==> src/design/hwu_pkg.sv <==
// Shared constants, types and the arctangent table for the heading unit.
`default_nettype none

package hwu_pkg;

	// Default configuration of the unit
	localparam int HWU_COORD_WIDTH     = 16;
	localparam int HWU_ANGLE_FRAC_BITS = 13;
	localparam int HWU_CORDIC_STAGES   = 14;

	// CORDIC datapath widths: x/y are 64-bit two's complement, z is signed Q.30
	localparam int XY_W  = 64;
	localparam int Z_W   = 33;
	localparam int ANG_W = 34;
	localparam int XY_TOP = 60;

	// Angle constants, unsigned radians in Q.30
	localparam logic [ANG_W-1:0] Q30_PI      = 34'd3373259426;
	localparam logic [ANG_W-1:0] Q30_HALF_PI = 34'd1686629713;
	localparam logic [ANG_W-1:0] Q30_TWO_PI  = 34'd6746518853;

	// Vector state handed from cell to cell
	typedef struct packed {
		logic signed [XY_W-1:0] x;
		logic signed [XY_W-1:0] y;
		logic signed [Z_W-1:0]  z;
	} cordic_vec_t;

	// atan(2^-i) in Q.30, rounded down; zero past the end of the table
	function automatic logic [29:0] atan_q30(input int unsigned i);
		logic [29:0] v;
		case (i)
			0:  v = 30'd843314856;
			1:  v = 30'd497837829;
			2:  v = 30'd263043836;
			3:  v = 30'd133525158;
			4:  v = 30'd67021686;
			5:  v = 30'd33543515;
			6:  v = 30'd16775850;
			7:  v = 30'd8388437;
			8:  v = 30'd4194282;
			9:  v = 30'd2097149;
			10: v = 30'd1048575;
			11: v = 30'd524287;
			12: v = 30'd262143;
			13: v = 30'd131071;
			14: v = 30'd65535;
			15: v = 30'd32767;
			16: v = 30'd16383;
			17: v = 30'd8191;
			18: v = 30'd4095;
			19: v = 30'd2047;
			20: v = 30'd1023;
			21: v = 30'd511;
			22: v = 30'd255;
			23: v = 30'd127;
			24: v = 30'd63;
			25: v = 30'd31;
			26: v = 30'd15;
			27: v = 30'd7;
			28: v = 30'd3;
			29: v = 30'd1;
			default: v = 30'd0;
		endcase
		return v;
	endfunction

endpackage

`default_nettype wire

==> src/design/hwu_emit.sv <==
// Output stage: holds one finished pair and sends it as two stream beats.
`default_nettype none

module hwu_emit #(
	parameter int COORD_WIDTH = hwu_pkg::HWU_COORD_WIDTH
) (
	input  wire                       clk,
	input  wire                       arst_n,
	input  wire                       load_vld,
	output logic                      load_rdy,
	input  wire  [COORD_WIDTH-1:0]    cur_x,
	input  wire  [COORD_WIDTH-1:0]    cur_y,
	input  wire  [COORD_WIDTH-1:0]    tgt_x,
	input  wire  [COORD_WIDTH-1:0]    tgt_y,
	input  wire  [15:0]               heading,
	output logic                      m_axis_tvalid,
	input  wire                       m_axis_tready,
	output logic [((2*COORD_WIDTH+16+7)/8)*8-1:0] m_axis_tdata,
	output logic                      m_axis_tlast
);

	localparam int OUT_DATA_W = ((2*COORD_WIDTH+16+7)/8)*8;

	logic                   full_q;
	logic                   phase_q;
	logic                   load;
	logic                   beat_done;
	logic [COORD_WIDTH-1:0] cur_x_q;
	logic [COORD_WIDTH-1:0] cur_y_q;
	logic [COORD_WIDTH-1:0] tgt_x_q;
	logic [COORD_WIDTH-1:0] tgt_y_q;
	logic [15:0]            heading_q;
	logic [COORD_WIDTH-1:0] pose_x;
	logic [COORD_WIDTH-1:0] pose_y;

	// Take a new pair when empty or while the second beat leaves
	assign load_rdy  = !full_q || (phase_q && m_axis_tready);
	assign load      = load_vld && load_rdy;
	assign beat_done = full_q && m_axis_tready;

	always_ff @(posedge clk or negedge arst_n) begin
		if (!arst_n) begin
			full_q  <= 1'b0;
			phase_q <= 1'b0;
		end else if (load) begin
			full_q  <= 1'b1;
			phase_q <= 1'b0;
		end else if (beat_done) begin
			if (phase_q) begin
				full_q  <= 1'b0;
				phase_q <= 1'b0;
			end else begin
				phase_q <= 1'b1;
			end
		end
	end

	always_ff @(posedge clk) begin
		if (load) begin
			cur_x_q   <= cur_x;
			cur_y_q   <= cur_y;
			tgt_x_q   <= tgt_x;
			tgt_y_q   <= tgt_y;
			heading_q <= heading;
		end
	end

	assign pose_x = phase_q ? tgt_x_q : cur_x_q;
	assign pose_y = phase_q ? tgt_y_q : cur_y_q;

	assign m_axis_tvalid = full_q;
	assign m_axis_tlast  = phase_q;
	assign m_axis_tdata  = OUT_DATA_W'({heading_q, pose_y, pose_x});

endmodule

`default_nettype wire

==> config.mk <==
export PLATFORM = sky130hd
export DESIGN_NAME = hwu_emit
export DESIGN_NICKNAME = d
export VERILOG_FILES = /design/src/design/hwu_pkg.sv /design/src/design/hwu_emit.sv
export SDC_FILE = /design/constraint.sdc
export NUM_CORES = 1
export LEC_CHECK = 0
export ABC_AREA = 0
export BUFFER_PORTS_ARGS = -buffer_cell sky130_fd_sc_hd__buf_2
export CORE_UTILIZATION = 46
export CTS_CLUSTER_SIZE = 14
export DETAILED_ROUTE_END_ITERATION = 10
export PLACE_DENSITY = 0.78
export SYNTH_ARGS = -nofsm -noshare
export SYNTH_HDL_FRONTEND = slang
export SYNTH_SLANG_ARGS = --single-unit
==> constraint.sdc <==
create_clock -name clk -period 6.7 [get_ports clk]
set_input_delay 0.67 -clock clk [delete_from_list [all_inputs] [get_ports clk]]
set_output_delay 0.67 -clock clk [all_outputs]
set_load 0.01 [all_outputs]
==> results.toml <==
[cts]
cts.sinks = 82
numCtsBuffers = 9
cts_tree = "built"
post_cts_buffers = 0
htreeDepth = 3
cts_root_buffer = "clkbuf_8"
clkTransAtPathRegs_ps = 70
cts.repair.resized = 0
cts-hold-fix-buffers = 0
clk_latency_ps = 340
clk_path_buf_depth = 2

[global_routing]
grt_busiest_layer = "met2"
grt_util_met3_pct = 6.66
gr-usage-met2_pct = 25.5
grt.total_usage_pct = 15.7
grt_max_degree = 49
grt_use_met1_pct = 17.9
grt_pass1_wl_um = 7970
grt_overflow = 0
grt_pass1_vias = 1680
antenna_found_initial = 0

[setup_path]
cp-start-kind = "register"
crit_path_top_delay_cell = "dfrtp_2"
crit_type = "register to register"
crit_fanout = 48
end_kind = "register"
cp.arrival_ps = 3260
ff2ff_setup_slack_ps = 3410
path_cells = "a21boi_0, nor2b_4, buf_4"
slowest_delay_ps = 1060
crit_required_ps = 6670

[floorplanning]
num_rows = 29
core_region_area_sq_um = 6350
die_w_um = 83.0
dieArea_sq_um = 6880
die_h_um = 83.0
io_pins = 135
start_util_pct = 47.5

[pwr]
irDropWorstVdd_uv = 144
leakagePower_nw = 1.68
powerDensity_nw_per_um2 = 299

[sta]
hold_viol = 0
rsz0062_at_grt = "no"
fmax_ghz = 0.304
report.final.slew_viol_count = 0
relSlewSlack_pct = 30.2
max_slew.worst_pin.slew_ps = 1050
post-route-period-util_pct = 49.1
whs_ps = 108
setup_viol = 0
tns_ps = 0
fin_ws_ps = 3410
skew_ps = 6.77
min_period_ps = 3290

[route]
drtAntennaViolNets = 0
routed_wl_um = 5200
drc = 0
dr.pass1.iters = 3
vias = 1652
drt-initial-drc-count = 56
drt-vias-per-instance = 4.72
wire_per_inst_um = 14.9

[placed_design]
placed_area_sq_um = 3750
place_congestion = 0.679
port-buffer-count = 134
pre_cts_ws_ps = 3390
dp_hpwl_um = 3720

[yosys]
synth_cells = 125
synth-seq-area-share_pct = 81.3
yosysUniqueCellTypes = 11
ys_ff_latch = 82
syn_area_sq_um = 3020
yosys_warnings = 0
avgSynthCellArea_sq_um = 24.1
synth_fp_nets = 209

[final_layout]
design_area_sq_um = 3970
area_growth_syn_to_layout_pct = 31.5
drive_gt1_share_pct = 67.6
fin_nets = 351

[worst_hold_path]
hp-class = "input port to asynchronous set/reset pin"

[status]
status = "finished, final reports clean"

[run]
max-cap-violations = 0
-- registers in the layout, indices dropped and copies added, names as in the netlist --
register and count:
cur_x_q 16, cur_y_q 16, heading_q 16, m_axis_tlast 1, m_axis_tvalid 1, tgt_x_q 16
tgt_y_q 16
-- synth_stat cells, drive strengths merged --
| cell type | number | share of area (%) |
|---|---|---|
| edfxtp | 80 | 80 |
| mux2 | 33 | 16 |
| buf | 4 | 1.5 |
| dfrtp | 2 | 1.7 |
| a21boi | 1 | 0.25 |
| inv | 1 | 0.12 |
| mux2i | 1 | 0.33 |
| nand2 | 1 | 0.12 |
| nor2b | 1 | 0.21 |
| or2 | 1 | 0.21 |
-- power by group --
group / switching, mW / leakage, nW / internal [mW] / total, mW
Sequential: 0.0303 / 0.763 / 0.610 / 0.640
Clock: 0.161 / 0.105 / 0.208 / 0.368
Combinational: 0.0738 / 0.809 / 0.102 / 0.176
-- per-layer routing --
metal	up-vias	wire (um)
li1	776	-
met3	13	403
met2	84	2590
met4	0	136
met5	-	0
met1	779	2070
-- layout make-up --
class	instances	area, sq um
fill	488	2380
sequential	82	2450
inverter	1	3.75
tap	77	96.3
clock buffer	10	128
antenna	1	2.50
multi-input combinational	38	522
timing repair buffer	135	678
clock inverter	6	81.3
-- final timing paths --
check                         startpoint  cells after the start            to
setup / recovery            m_axis_tlast                      3   tgt_y_q[11]
hold / removal                    arst_n                      1  m_axis_tlast
setup reg to reg            m_axis_tlast                      3   tgt_y_q[11]
hold reg to reg            m_axis_tvalid                      2  m_axis_tlast
max in group asynchronous         arst_n                      1  m_axis_tlast
min in group clk                tgt_x[3]                      1    tgt_x_q[3]
-- through the flow --
step,std cells,power (mW),utilization (%)
2_1_floorplan,125,0.762,-
3_3_place_gp,333,0.825,59.1
3_5_place_dp,333,0.830,59.1
4_1_cts,349,1.20,62.4
5_1_grt,349,1.23,62.4
6_report,350,1.18,62.4
-- layout by cell type, fill, tap and decap left out --
cell type / Yosys / final
buf_4: 0 / 1
mux2_2: 4 / 4
diode_2: 0 / 1
inv_1: 1 / 1
dfrtp_2: 0 / 1
edfxtp_1: 80 / 80
clkinv_1: 0 / 2
or2_2: 1 / 1
nand2_1: 1 / 1
clkbuf_8: 0 / 9
mux2i_1: 1 / 1
clkinv_4: 0 / 1
nor2b_4: 0 / 1
mux2_4: 29 / 29
dfrtp_1: 2 / 1
bufinv_16: 0 / 2
clkinv_2: 0 / 1
clkbuf_1: 0 / 1
buf_2: 0 / 134
a21boi_0: 1 / 1
-- critical path, delay by kind of cell (launching register included) --
| kind | cells | cell delay [ps] |
|---|---|---|
| flip-flops | 1 | 1060 |
| AO/OA/AOI/OAI | 1 | 400 |
| buffers and inverters | 1 | 630 |
| AND/OR/NAND/NOR | 1 | 810 |
-- cell families after synthesis --
group,Yosys count,share of synthesized area [%]
flip-flops,82,81.3
multiplexers,34,16.3
buffers and inverters,5,1.62
AND/OR/NAND/NOR,3,0.540
AO/OA/AOI/OAI,1,0.249
Power figures use the tool's default switching activity.
